`config.mk`:
```
export PLATFORM = sky130hd
export DESIGN_NAME = byte_run_length_encoder
export DESIGN_NICKNAME = d
export VERILOG_FILES = /design/src/sv/brle_pkg.sv /design/src/sv/brle_ram.sv /design/src/sv/brle_ctrl.sv /design/src/sv/brle_dp.sv /design/src/sv/byte_run_length_encoder.sv
export SDC_FILE = /design/constraint.sdc
export NUM_CORES = 1
export LEC_CHECK = 0
export BUFFER_PORTS_ARGS = -buffer_cell sky130_fd_sc_hd__clkbuf_2
export CORE_MARGIN = 1.5
export CORE_UTILIZATION = 35
export DETAILED_ROUTE_END_ITERATION = 8
export HOLD_SLACK_MARGIN = 0.12
export SLEW_MARGIN = 20
export SYNTH_ARGS = -nofsm -noshare
export SYNTH_HDL_FRONTEND = slang
export SYNTH_SLANG_ARGS = --single-unit
```
`constraint.sdc`:
```
create_clock -name clk -period 3.5 [get_ports clk]
set_input_delay 0.7 -clock clk [delete_from_list [all_inputs] [get_ports clk]]
set_output_delay 0.7 -clock clk [all_outputs]
set_load 0.005 [all_outputs]
```
`src/sv/brle_pkg.sv`:
```
// Shared constants, codes and controller/datapath interface types of the byte RLE encoder.
`default_nettype none

package brle_pkg;

  localparam int BYTE_W       = 8;
  localparam int CNT_W        = 8;
  localparam int TAIL_W       = 2;

  localparam int MIN_RUN      = 3;
  localparam int MAX_RUN      = 130;
  localparam int MAX_LITERALS = 63;
  localparam int RESULT_CAP   = 64;

  localparam int ADDR_W       = $clog2(MAX_LITERALS);
  localparam int EMIT_W       = $clog2(RESULT_CAP);

  localparam logic KIND_HDR  = 1'b0;
  localparam logic KIND_BYTE = 1'b1;

  // what goes into the output register on a load
  typedef enum logic [1:0] {
    SRC_HDR,
    SRC_REP,
    SRC_LIT
  } ld_src_t;

  typedef struct packed {
    logic    accept;
    logic    ld_en;
    ld_src_t ld_src;
    logic    grp_b;
    logic    ld_last;
    logic    rd_start;
    logic    rd_next;
  } brle_cmd_t;

  typedef struct packed {
    logic close_a_nxt;
    logic close_b_nxt;
    logic a_rep;
    logic b_rep;
    logic lit_last;
    logic out_free;
  } brle_sts_t;

endpackage

`default_nettype wire

```
`src/sv/brle_ram.sv`:
```
// Generic single-write, single-read RAM with registered read data.
`default_nettype none

module brle_ram #(
  parameter  int WIDTH = 8,
  parameter  int DEPTH = 64,
  localparam int AW    = (DEPTH > 1) ? $clog2(DEPTH) : 1
) (
  input  logic             clk,
  input  logic             wr_en,
  input  logic [AW-1:0]    wr_addr,
  input  logic [WIDTH-1:0] wr_data,
  input  logic [AW-1:0]    rd_addr,
  output logic [WIDTH-1:0] rd_data
);

  logic [WIDTH-1:0] mem [DEPTH];

  always_ff @(posedge clk) begin
    if (wr_en) begin
      mem[wr_addr] <= wr_data;
    end
    rd_data <= mem[rd_addr];
  end

endmodule

`default_nettype wire

```
`src/sv/brle_ctrl.sv`:
```
// Controller state machine: input acceptance and sequencing of group headers and bytes.
`default_nettype none

module brle_ctrl import brle_pkg::*; (
  input  logic      clk,
  input  logic      rst_n,
  input  logic      in_valid,
  output logic      in_stall,
  input  brle_sts_t sts,
  output brle_cmd_t cmd
);

  typedef enum logic [1:0] {
    S_IDLE,
    S_HDR,
    S_REP,
    S_LIT
  } state_t;

  state_t            state_r, state_nxt;
  logic              grp_b_r, grp_b_nxt;
  logic              b_pend_r, b_pend_nxt;
  logic [EMIT_W-1:0] emit_cnt_r, emit_cnt_nxt;

  logic cur_rep;
  logic cap_hit;
  logic more_grp;

  always_comb begin
    cmd          = '0;
    state_nxt    = state_r;
    grp_b_nxt    = grp_b_r;
    b_pend_nxt   = b_pend_r;
    emit_cnt_nxt = emit_cnt_r;
    cur_rep      = grp_b_r ? sts.b_rep : sts.a_rep;
    cap_hit      = (emit_cnt_r == EMIT_W'(RESULT_CAP - 1));
    more_grp     = !grp_b_r && b_pend_r;
    cmd.grp_b    = grp_b_r;

    case (state_r)
      S_IDLE: begin
        cmd.accept = in_valid;
        if (in_valid) begin
          emit_cnt_nxt = '0;
          b_pend_nxt   = sts.close_b_nxt;
          if (sts.close_a_nxt) begin
            state_nxt = S_HDR;
            grp_b_nxt = 1'b0;
          end else if (sts.close_b_nxt) begin
            state_nxt = S_HDR;
            grp_b_nxt = 1'b1;
          end
        end
      end
      S_HDR: begin
        cmd.rd_start = 1'b1;
        if (sts.out_free) begin
          cmd.ld_en    = 1'b1;
          cmd.ld_src   = SRC_HDR;
          cmd.ld_last  = cap_hit;
          emit_cnt_nxt = emit_cnt_r + EMIT_W'(1);
          if (cap_hit) begin
            state_nxt = S_IDLE;
          end else if (cur_rep) begin
            state_nxt = S_REP;
          end else begin
            state_nxt = S_LIT;
          end
        end
      end
      S_REP: begin
        if (sts.out_free) begin
          cmd.ld_en    = 1'b1;
          cmd.ld_src   = SRC_REP;
          cmd.ld_last  = cap_hit || !more_grp;
          emit_cnt_nxt = emit_cnt_r + EMIT_W'(1);
          if (cap_hit || !more_grp) begin
            state_nxt = S_IDLE;
          end else begin
            state_nxt = S_HDR;
            grp_b_nxt = 1'b1;
          end
        end
      end
      S_LIT: begin
        if (sts.out_free) begin
          cmd.ld_en    = 1'b1;
          cmd.ld_src   = SRC_LIT;
          cmd.ld_last  = cap_hit || (sts.lit_last && !more_grp);
          emit_cnt_nxt = emit_cnt_r + EMIT_W'(1);
          if (cap_hit) begin
            state_nxt = S_IDLE;
          end else if (sts.lit_last) begin
            if (more_grp) begin
              state_nxt = S_HDR;
              grp_b_nxt = 1'b1;
            end else begin
              state_nxt = S_IDLE;
            end
          end else begin
            cmd.rd_next = 1'b1;
          end
        end
      end
      default: begin
        state_nxt = S_IDLE;
      end
    endcase
  end

  always_ff @(posedge clk) begin
    if (!rst_n) begin
      state_r    <= S_IDLE;
      grp_b_r    <= 1'b0;
      b_pend_r   <= 1'b0;
      emit_cnt_r <= '0;
    end else begin
      state_r    <= state_nxt;
      grp_b_r    <= grp_b_nxt;
      b_pend_r   <= b_pend_nxt;
      emit_cnt_r <= emit_cnt_nxt;
    end
  end

  assign in_stall = (state_r != S_IDLE);

  a_load_free: assert property (@(posedge clk) disable iff (!rst_n)
    cmd.ld_en |-> sts.out_free)
    else $error("output register loaded while occupied");

  a_last_ends: assert property (@(posedge clk) disable iff (!rst_n)
    cmd.ld_en && cmd.ld_last |=> state_r == S_IDLE)
    else $error("burst continued after its last beat");

  a_quiet_accept: assert property (@(posedge clk) disable iff (!rst_n)
    cmd.accept && !sts.close_a_nxt && !sts.close_b_nxt |=> state_r == S_IDLE)
    else $error("byte with no closed group left the idle state");

endmodule

`default_nettype wire

```
`src/sv/brle_dp.sv`:
```
// Datapath: group tracking, literal store, flush plan and output register.
`default_nettype none

module brle_dp import brle_pkg::*; (
  input  logic                     clk,
  input  logic                     rst_n,
  input  logic [BYTE_W-1:0]        in_data_byte_in,
  input  logic                     in_end_of_stream,
  input  brle_cmd_t                cmd,
  output brle_sts_t                sts,
  output logic                     out_valid,
  input  logic                     out_stall,
  output logic                     out_item_kind,
  output logic signed [BYTE_W-1:0] out_header_value,
  output logic [BYTE_W-1:0]        out_data_byte_out,
  output logic                     out_last_of_burst
);

  // open group
  logic [CNT_W-1:0]  cnt_r, cnt_nxt;
  logic              rep_r, rep_nxt;
  logic [TAIL_W-1:0] tail_r, tail_nxt;
  logic [BYTE_W-1:0] first_r, first_nxt;
  logic [BYTE_W-1:0] last_r, last_nxt;

  // groups closed by the current byte: A inside the byte, B by end of stream
  logic              close_a, close_b;
  logic              a_rep_r, a_rep_nxt, b_rep_r, b_rep_nxt;
  logic [CNT_W-1:0]  a_len_r, a_len_nxt, b_len_r, b_len_nxt;
  logic [BYTE_W-1:0] a_byte_r, a_byte_nxt, b_byte_r, b_byte_nxt;

  logic              wr_en;
  logic [ADDR_W-1:0] wr_addr;
  logic [ADDR_W-1:0] rd_addr;
  logic [ADDR_W-1:0] rd_idx_r;
  logic [BYTE_W-1:0] rd_data;

  logic [CNT_W-1:0]  cnt_inc;
  logic [TAIL_W-1:0] tail_inc;
  logic [CNT_W-1:0]  cur_len;
  logic              cur_rep;
  logic [BYTE_W-1:0] cur_byte;
  logic [BYTE_W-1:0] hdr_val;

  logic              out_valid_r;
  logic              out_kind_r;
  logic [BYTE_W-1:0] out_hdr_r;
  logic [BYTE_W-1:0] out_byte_r;
  logic              out_last_r;

  always_comb begin
    cnt_inc    = cnt_r + CNT_W'(1);
    tail_inc   = (in_data_byte_in == last_r) ? tail_r + TAIL_W'(1) : TAIL_W'(1);
    cnt_nxt    = cnt_r;
    rep_nxt    = rep_r;
    tail_nxt   = tail_r;
    first_nxt  = first_r;
    last_nxt   = last_r;
    close_a    = 1'b0;
    a_rep_nxt  = rep_r;
    a_len_nxt  = cnt_r;
    a_byte_nxt = first_r;
    wr_en      = 1'b0;
    wr_addr    = cnt_r[ADDR_W-1:0];

    if (cnt_r == '0) begin
      wr_en    = 1'b1;
      wr_addr  = '0;
      cnt_nxt  = CNT_W'(1);
      tail_nxt = TAIL_W'(1);
      last_nxt = in_data_byte_in;
    end else if (rep_r) begin
      if (in_data_byte_in == first_r) begin
        cnt_nxt = cnt_inc;
        if (cnt_inc >= CNT_W'(MAX_RUN)) begin
          close_a   = 1'b1;
          a_rep_nxt = 1'b1;
          a_len_nxt = cnt_inc;
          cnt_nxt   = '0;
          rep_nxt   = 1'b0;
          tail_nxt  = '0;
        end
      end else begin
        // run broken: close the repeat, the new byte opens a literal group
        close_a   = 1'b1;
        a_rep_nxt = 1'b1;
        a_len_nxt = cnt_r;
        wr_en     = 1'b1;
        wr_addr   = '0;
        cnt_nxt   = CNT_W'(1);
        rep_nxt   = 1'b0;
        tail_nxt  = TAIL_W'(1);
        last_nxt  = in_data_byte_in;
      end
    end else begin
      if (tail_inc == TAIL_W'(MIN_RUN)) begin
        if (cnt_inc == CNT_W'(MIN_RUN)) begin
          // whole group is the run: turn it into a repeat in place
          rep_nxt   = 1'b1;
          cnt_nxt   = cnt_inc;
          first_nxt = in_data_byte_in;
          tail_nxt  = tail_inc;
        end else begin
          // literals before the run go out, the run becomes a repeat
          close_a   = 1'b1;
          a_rep_nxt = 1'b0;
          a_len_nxt = cnt_r - CNT_W'(MIN_RUN - 1);
          first_nxt = in_data_byte_in;
          rep_nxt   = 1'b1;
          cnt_nxt   = CNT_W'(MIN_RUN);
          tail_nxt  = '0;
        end
      end else begin
        tail_nxt = tail_inc;
        wr_en    = 1'b1;
        cnt_nxt  = cnt_inc;
        last_nxt = in_data_byte_in;
        if (cnt_inc >= CNT_W'(MAX_LITERALS)) begin
          close_a   = 1'b1;
          a_rep_nxt = 1'b0;
          a_len_nxt = cnt_inc;
          cnt_nxt   = '0;
          rep_nxt   = 1'b0;
          tail_nxt  = '0;
        end
      end
    end

    close_b    = in_end_of_stream && (cnt_nxt != '0);
    b_rep_nxt  = rep_nxt;
    b_len_nxt  = cnt_nxt;
    b_byte_nxt = first_nxt;
    if (close_b) begin
      cnt_nxt  = '0;
      rep_nxt  = 1'b0;
      tail_nxt = '0;
    end
  end

  // read address keeps rd_data aligned with rd_idx_r
  always_comb begin
    if (cmd.rd_start) begin
      rd_addr = '0;
    end else if (cmd.rd_next) begin
      rd_addr = rd_idx_r + ADDR_W'(1);
    end else begin
      rd_addr = rd_idx_r;
    end
  end

  brle_ram #(
    .WIDTH (BYTE_W),
    .DEPTH (MAX_LITERALS)
  ) u_ram (
    .clk     (clk),
    .wr_en   (wr_en && cmd.accept),
    .wr_addr (wr_addr),
    .wr_data (in_data_byte_in),
    .rd_addr (rd_addr),
    .rd_data (rd_data)
  );

  assign cur_len  = cmd.grp_b ? b_len_r : a_len_r;
  assign cur_rep  = cmd.grp_b ? b_rep_r : a_rep_r;
  assign cur_byte = cmd.grp_b ? b_byte_r : a_byte_r;
  assign hdr_val  = cur_rep ? (cur_len - CNT_W'(MIN_RUN)) : (CNT_W'(0) - cur_len);

  always_comb begin
    sts             = '0;
    sts.close_a_nxt = close_a;
    sts.close_b_nxt = close_b;
    sts.a_rep       = a_rep_r;
    sts.b_rep       = b_rep_r;
    sts.lit_last    = (CNT_W'(rd_idx_r) == cur_len - CNT_W'(1));
    sts.out_free    = !out_valid_r || !out_stall;
  end

  always_ff @(posedge clk) begin
    if (!rst_n) begin
      cnt_r  <= '0;
      rep_r  <= 1'b0;
      tail_r <= '0;
    end else if (cmd.accept) begin
      cnt_r  <= cnt_nxt;
      rep_r  <= rep_nxt;
      tail_r <= tail_nxt;
    end
  end

  always_ff @(posedge clk) begin
    if (cmd.accept) begin
      first_r  <= first_nxt;
      last_r   <= last_nxt;
      a_rep_r  <= a_rep_nxt;
      a_len_r  <= a_len_nxt;
      a_byte_r <= a_byte_nxt;
      b_rep_r  <= b_rep_nxt;
      b_len_r  <= b_len_nxt;
      b_byte_r <= b_byte_nxt;
    end
    rd_idx_r <= rd_addr;
  end

  always_ff @(posedge clk) begin
    if (!rst_n) begin
      out_valid_r <= 1'b0;
    end else if (cmd.ld_en) begin
      out_valid_r <= 1'b1;
    end else if (!out_stall) begin
      out_valid_r <= 1'b0;
    end
  end

  always_ff @(posedge clk) begin
    if (cmd.ld_en) begin
      out_last_r <= cmd.ld_last;
      case (cmd.ld_src)
        SRC_REP: begin
          out_kind_r <= KIND_BYTE;
          out_hdr_r  <= '0;
          out_byte_r <= cur_byte;
        end
        SRC_LIT: begin
          out_kind_r <= KIND_BYTE;
          out_hdr_r  <= '0;
          out_byte_r <= rd_data;
        end
        default: begin
          out_kind_r <= KIND_HDR;
          out_hdr_r  <= hdr_val;
          out_byte_r <= '0;
        end
      endcase
    end
  end

  assign out_valid         = out_valid_r;
  assign out_item_kind     = out_kind_r;
  assign out_header_value  = $signed(out_hdr_r);
  assign out_data_byte_out = out_byte_r;
  assign out_last_of_burst = out_last_r;

  a_run_bound: assert property (@(posedge clk) disable iff (!rst_n)
    cnt_r < CNT_W'(MAX_RUN))
    else $error("open group longer than the maximum run");

  a_lit_bound: assert property (@(posedge clk) disable iff (!rst_n)
    !rep_r |-> cnt_r < CNT_W'(MAX_LITERALS))
    else $error("literal group reached the store depth while open");

  a_rep_min: assert property (@(posedge clk) disable iff (!rst_n)
    rep_r |-> cnt_r >= CNT_W'(MIN_RUN))
    else $error("repeat group shorter than the minimum run");

endmodule

`default_nettype wire

```
`src/sv/byte_run_length_encoder.sv`:
```
// Top level of the byte run-length encoder: controller plus datapath.
`default_nettype none

// A byte that closes no group leaves the controller idle: such bytes stream at one per
// cycle. A byte that closes one or two groups (run break, run after literals, full group,
// or end of stream) is accepted, then keeps in_stall high while its result beats go out:
// the header, then the repeated byte or every stored literal, and while out_stall holds
// the one-entry output register. Literals sit in a 63-entry RAM and are read back
// through its registered read port in step with the output register, one per cycle while
// it is free. A burst is at most 64 beats; last_of_burst marks the final beat of a byte.
module byte_run_length_encoder import brle_pkg::*; (
  input  logic                     clk,
  input  logic                     rst_n,
  input  logic                     in_valid,
  output logic                     in_stall,
  input  logic [BYTE_W-1:0]        in_data_byte_in,
  input  logic                     in_end_of_stream,
  output logic                     out_valid,
  input  logic                     out_stall,
  output logic                     out_item_kind,
  output logic signed [BYTE_W-1:0] out_header_value,
  output logic [BYTE_W-1:0]        out_data_byte_out,
  output logic                     out_last_of_burst
);

  brle_cmd_t cmd;
  brle_sts_t sts;

  brle_ctrl u_ctrl (
    .clk      (clk),
    .rst_n    (rst_n),
    .in_valid (in_valid),
    .in_stall (in_stall),
    .sts      (sts),
    .cmd      (cmd)
  );

  brle_dp u_dp (
    .clk               (clk),
    .rst_n             (rst_n),
    .in_data_byte_in   (in_data_byte_in),
    .in_end_of_stream  (in_end_of_stream),
    .cmd               (cmd),
    .sts               (sts),
    .out_valid         (out_valid),
    .out_stall         (out_stall),
    .out_item_kind     (out_item_kind),
    .out_header_value  (out_header_value),
    .out_data_byte_out (out_data_byte_out),
    .out_last_of_burst (out_last_of_burst)
  );

endmodule

`default_nettype wire

```
After elaboration in Yosys (flattened, before gate mapping)
Memory sizes are Yosys's and may differ from the RTL's. A register that Yosys moved wholly into a read port is not among the register bits.
Cells that the tools add are included.
{"block": "totals", "memories": 1, "romBits": 0, "output_inout_bits": 20, "reg_bits": 88, "ram_bits": 504, "word_cells": 186, "latch_bits": 0, "in_bits": 13}
{"memory": "u_dp.u_ram.mem", "depth": 63, "word_bits": 8, "read_ports": 1, "rd_ports_with_merged_regs": 1, "wr": 1, "line": "brle_ram.sv:17", "text": "logic [WIDTH-1:0] mem [DEPTH];"}
{"block": "op_classes", "n_mul": 0, "n_div": 0, "addsub": 8, "shift": 0, "eq_ne": 26, "n_reduce_logical": 25, "n_mux": 102, "n_bitwise": 2, "n_lt_le_gt_ge": 2}
{"operator": "2-to-1 mux 8 bit", "n": 22}
{"operator": "2-to-1 mux 1 bit", "n": 46}
{"operator": "2-to-1 mux 6 bit", "n": 7}
{"operator": "2-to-1 mux 2 bit", "n": 18}
{"operator": "== test 8 bit", "n": 2}
{"operator": "case mux 8 bit (2 select lines)", "n": 1}
{"operator": "subtractor 8 x 2 -> 8 bit, second input constant", "n": 2}
{"operator": "adder 6 x 1 -> 6 bit, second input constant", "n": 2}
{"operator": "inequality test 2 bit, second input constant", "n": 6}
{"operator": "case mux 6 bit (2 select lines)", "n": 1}
{"operator": "2-to-1 mux 3 bit", "n": 3}
{"operator": "inequality test 3 x 1 -> 1 bit, second input constant", "n": 3}
{"operator": "case mux 3 bit (3 select lines)", "n": 1}
{"operator": "AND reduction 9 bit", "n": 1}
{"operator": "adder 8 x 1 -> 8 bit, second input constant", "n": 1}
{"operator": "== test 2 bit, second input constant", "n": 4}
{"operator": "== test 6 x 8 -> 1 bit", "n": 1}
{"operator": "== test 8 x 2 -> 1 bit, second input constant", "n": 1}
{"operator": ">= comparator 8 x 6 -> 1 bit, second input constant", "n": 1}
{"operator": ">= comparator 8 bit, second input constant", "n": 1}
{"operator": "logical NOT 8 bit", "n": 1}
{"operator": "inequality test 2 x 1 -> 1 bit, second input constant", "n": 4}
{"operator": "case mux 2 bit (4 select lines)", "n": 1}
{"operator": "nonzero test 8 bit", "n": 1}
{"operator": "21 further kinds", "n": 34}

Logic depth before layout (Yosys ltp)
{"block": "depth", "depth_word": 12, "mapped_depth": 19, "ltp_nobuf": 15}

By module
A second synthesis with hierarchy kept.
{"block": "hier_totals", "cells_unflattened": 1490, "hier_area_um2": 25278.0}
{"module": "brle_ram", "n_inst": 1, "area_each_um2": 19844.0, "seq_area_each_um2": 15294.7, "cells_per_inst": 951}
{"module": "brle_dp", "n_inst": 1, "area_each_um2": 4663.2, "seq_area_each_um2": 2162.1, "cells_per_inst": 451}
{"module": "brle_ctrl", "n_inst": 1, "area_each_um2": 770.7, "seq_area_each_um2": 200.2, "cells_per_inst": 88}

Worst setup path before layout
OpenSTA, ideal clock, no wires.
{"block": "synth_timing", "path_kind": "register to register", "from": "register u_ctrl.grp_b_r", "to": "register u_dp.u_ram.rd_data[6], read port of u_dp.u_ram.mem", "slack_ps": -82, "period_less_slack_ps": 3582, "t_arrival_ps": 3448, "setup_ps": 134, "stages_incl_launch_ff": 17, "t_required_ps": 3366, "path_buffers": 3, "cell_sequence": "dfxtp_1 -> buf_6 -> buf_6 -> mux2i_1 -> ha_1 -> xor2_1 -> xnor2_1 -> nor3_2 -> nand4_2 -> o21ai_2 -> mux2i_1 -> inv_2 -> buf_4 -> mux2i_1 -> a22oi_1 -> o2111ai_1 -> or4_1"}
{"block": "synth_via", "elab_chain_len": 9}
{"element": "start: declaration", "line": "brle_ctrl.sv:21", "text": "logic grp_b_r, grp_b_nxt;"}
{"element": "start signal: assignment", "line": "brle_ctrl.sv:119", "text": "grp_b_r <= grp_b_nxt;"}
{"element": "2-to-1 mux 8 bit", "line": "brle_dp.sv:163", "text": "assign cur_len = cmd.grp_b ? b_len_r : a_len_r;"}
{"element": "subtractor 8 x 1 -> 8 bit", "line": "brle_dp.sv:174", "text": "sts.lit_last = (CNT_W'(rd_idx_r) == cur_len - CNT_W'(1));"}
{"element": "== test 6 x 8 -> 1 bit", "line": "brle_dp.sv:174"}
{"element": "2-to-1 mux 1 bit", "line": "brle_ctrl.sv:93", "text": "end else if (sts.lit_last) begin"}
{"element": "2-to-1 mux 1 bit", "line": "brle_ctrl.sv:91", "text": "if (cap_hit) begin"}
{"element": "2-to-1 mux 1 bit", "line": "brle_ctrl.sv:86", "text": "if (sts.out_free) begin"}
{"element": "2-to-1 mux 1 bit", "line": "brle_ctrl.sv:40", "text": "case (state_r)"}
{"element": "2-to-1 mux 6 bit", "line": "brle_dp.sv:144", "text": "end else if (cmd.rd_next) begin"}
{"element": "2-to-1 mux 6 bit", "line": "brle_dp.sv:142", "text": "if (cmd.rd_start) begin"}
{"element": "end: declaration", "line": "brle_ram.sv:14", "text": "output logic [WIDTH-1:0] rd_data"}
Every way passes these cells.
A chain may end at the register's enable or synchronous reset.

Worst setup path in the final report
Same ends and word-level chain as after synthesis.

==> results.md <==
- Highest Clock Rate: 0.2663 GHz
- TritonCTS Sinks: 600
- Synthesized area: 25740 µm²
- CP Capture Type: flip-flop
- Leakage: 11.49 nW
- Die Area: 75170 µm²
- Final core occ: 0.4400
- Synth Area per Inst: 13.86 µm²
- DR pass1 iterations: 5
- H-Tree Depth: 2
- Seq/Total Area, Yosys: 0.6861
- Starting DRC count in detailed routing: 1731
- Via count: 17150
- Detail Route Antenna Nets: 0
- Crit share post-route: 1.073
- Largest register FFs: 504
- Hold path cells: 2
- Worst hold start: in_data_byte_in[4]
- Status: complete, but fails checks
- Hold crit path type: primary input to flip-flop
- Worst skew pair latency: 670 ps
- Clock skew: 49.08 ps
- Fill cell count: 6527
- DRT Wirelength: 73370 µm
- Worst vdd ir: 0.4543 mV
- Layout cells sized above 1: 0.2633
- Synth area leaders: edfxtp_1 (66%), mux2i_1 (5.4%), nand2_1 (3.0%), dfxtp_1 (2.8%), nor2_1 (1.9%)
- Vias in the first global route: 16730
- GR Overflow Total: 0
- Commonest non-fill, non-tap cell in the layout: edfxtp_1
- Final Hold Fails: 0
- DR WL met3: 5184 µm
- First-pass GRT wire length: 108600 µm
- Drt wl/cell: 23.17 µm
- RSZ-0062 raised after global routing: yes
- Setup TNS: -1640 ps
- Launch point of the critical path: u_ctrl.grp_b_r$_SDFFE_PN0P_
- Final WS setup: -255.8 ps
- Register-to-Register Path Depth: 17
- GRT Overall Usage: 0.1944
- Slew Viols, Final: 0
- FF-to-FF End: u_dp.u_ram.rd_data[6]$_DFF_P_
- Number of diodes: 0
- Largest net degree at the start of global routing: 65
- MaxCap Viol Count: 0
- Finished Cell Area: 32050 µm²
- GPL Wtd Cong: 0.9377
- CTS Buf Count: 60
- CTS clock-pin slew for the worst setup and hold paths: 70 ps
- Critical Path AT: 4270 ps
- Die height: 274.2 µm
- Failing checks: negative setup slack
- Total power: 19.93 mW
- Ys Warns: 0
- Placeable Area: 72830 µm²
- Worst slew pin tran: 1077 ps
- Crit-path max FO: 7
- Async set or reset register ratio after synthesis: 0
- Setup violators final: 8
- Power density over the cells: 621.9 nW/µm²
- CP Class: flip-flop to flip-flop
- Hold EP: u_dp.u_ram.mem[30][4]$_DFFE_PP_
- Netlist cell types: 76
- Post-synth top area cell: edfxtp_1
- Final worst path period need: 3756 ps
- Seq cells post-synth: 600
- Initial antenna violation count: 1
- DRC: 0
- Starting Density: 0.3533
- I/O pins: 33
- R2R Path Start: u_ctrl.grp_b_r$_SDFFE_PN0P_
- Die Span X: 274.2 µm
- WL met2: 34110 µm
- Detailed placement HPWL: 49380 µm
- DR vias/cell: 5.418
- Number of synthesized flops with an enable pin: 564
- CTS root buffer: clkbuf_16
- CP startpoint kind: flip-flop
- Post-synthesis cell count: 1857
- # nets final: 2184
- Most frequent cells in the layout: edfxtp_1 (564), buf_4 (257), nand2_1 (204), mux2i_1 (128), nor2_1 (125)
- Largest reg by FF count: u_dp.u_ram.mem
- Top cell type's share of synthesized area: 0.6581
- Rel. slew slack: 0.2823
- Post-Place Cells: 3006
- CTS Hold Buffers Added: 0
- PortBufs: 32
- Post-route insts no fill: 3166
- P&R area growth vs syn: 24.54%
- Primary FF master, synth: edfxtp_1
- Wire length on met1: 31390 µm
- Clock buffer depth: 3
- Row count: 99
- Post-Syn Nets: 1885
- Max layer used: met4
- Internal reg-to-reg setup slack: -260 ps
- Placed Area: 28770 µm²
- CTS tree: done
- Crit path required time: 4010 ps
==> cell usage after synthesis, types with 8 or more instances <==
cell	number
nor2_1	129
o2111ai_1	17
buf_4	15
buf_2	27
nor2b_1	12
o211ai_1	33
dfxtp_1	36
inv_1	25
nor3_1	18
mux2_2	38
nand3_1	48
a211oi_1	46
a22o_1	9
or4_1	8
a21oi_1	73
and3_1	25
xnor2_1	31
nor4_1	11
xor2_1	12
o221ai_1	9
a32oi_1	10
edfxtp_1	564
and2_1	22
mux2i_1	138
ha_1	15
clkbuf_1	43
a31oi_1	26
nand2_1	205
nand4_1	20
a22oi_1	35
o21ai_0	39
a221oi_1	13
a211o_1	8
==> timing repair <==
action                                  in CTS  in global routing
pin swaps                                   39                 33
gates cloned                                 2                  0
endpoints found under the setup margin       8                339
gates resized for setup                    123                 33
buffers inserted                            40                  8
==> metal layers <==
metal / track usage / up-vias
met2: 0.3133 / 680
met4: 0.07533 / 0
met1: 0.2614 / 8573
li1: - / 7762
met5: 0 / -
met3: 0.03398 / 137
==> critical path: stages, from the launching register on <==
cell	delay, ps
dfxtp_4	400
mux2i_2	250
ha_2	260
xor2_1	170
xnor2_1	90
nor3_2	200
nand4_2	150
o211ai_1	280
mux2_4	240
buf_6	120
inv_8	40
buf_12	130
nor2_1	180
buf_4	210
a32oi_1	130
o211ai_1	160
a21oi_1	110
or4_1	520
==> power by group <==
group	internal (mW)	switching, mW	total (mW)
registers	8.21	0.156	8.36
clock network	4.12	2.85	6.97
logic	2.04	2.55	4.60
total	14.4	5.56	19.9
==> stage by stage <==
| step | hold slack (ps) | setup WS [ps] |
|---|---|---|
| 5_1_grt | 416.5 | -408.3 |
| 6_report | 404.0 | -255.8 |
| 4_1_cts | 393.5 | -218.2 |
| 2_1_floorplan | 442.1 | -40.06 |
| 3_3_place_gp | 456.5 | -697.3 |
| 3_5_place_dp | 469.1 | -804.1 |
==> kinds of logic after synthesis <==
| logic type | Yosys count | synth area share |
|---|---|---|
| fa+ha+maj | 15 | 0.007293 |
| flops | 600 | 0.6861 |
| compound gates | 358 | 0.09689 |
| xor+xnor | 43 | 0.01463 |
| simple gates | 532 | 0.09709 |
| buf+inv | 131 | 0.02664 |
| mux | 178 | 0.07137 |
==> layout make-up <==
class / count / area, µm² / share of cell area
timing repair buffer: 337 / 2909 / 0.09076
tap: 959 / 1200 / 0.03744
inverter: 31 / 137.6 / 0.004294
sequential: 600 / 17660 / 0.5511
multi-input combinational: 1126 / 7984 / 0.2491
clock inverter: 41 / 580.6 / 0.01811
clock buffer: 72 / 1577 / 0.04919
==> worst max-delay path by stage <==
stage                                         end  slack (ps)  cells after the start
global placement    u_dp.u_ram.rd_data[1]$_DFF_P_        -700                     17
finish              u_dp.u_ram.rd_data[6]$_DFF_P_        -260                     17
floorplan           u_dp.u_ram.rd_data[6]$_DFF_P_         -40                     17
global route        u_dp.u_ram.rd_data[6]$_DFF_P_        -410                     17
CTS                 u_dp.u_ram.rd_data[6]$_DFF_P_        -220                     16
detailed placement  u_dp.u_ram.rd_data[1]$_DFF_P_        -800                     17
No activity file was read; power rests on OpenSTA's default activity.
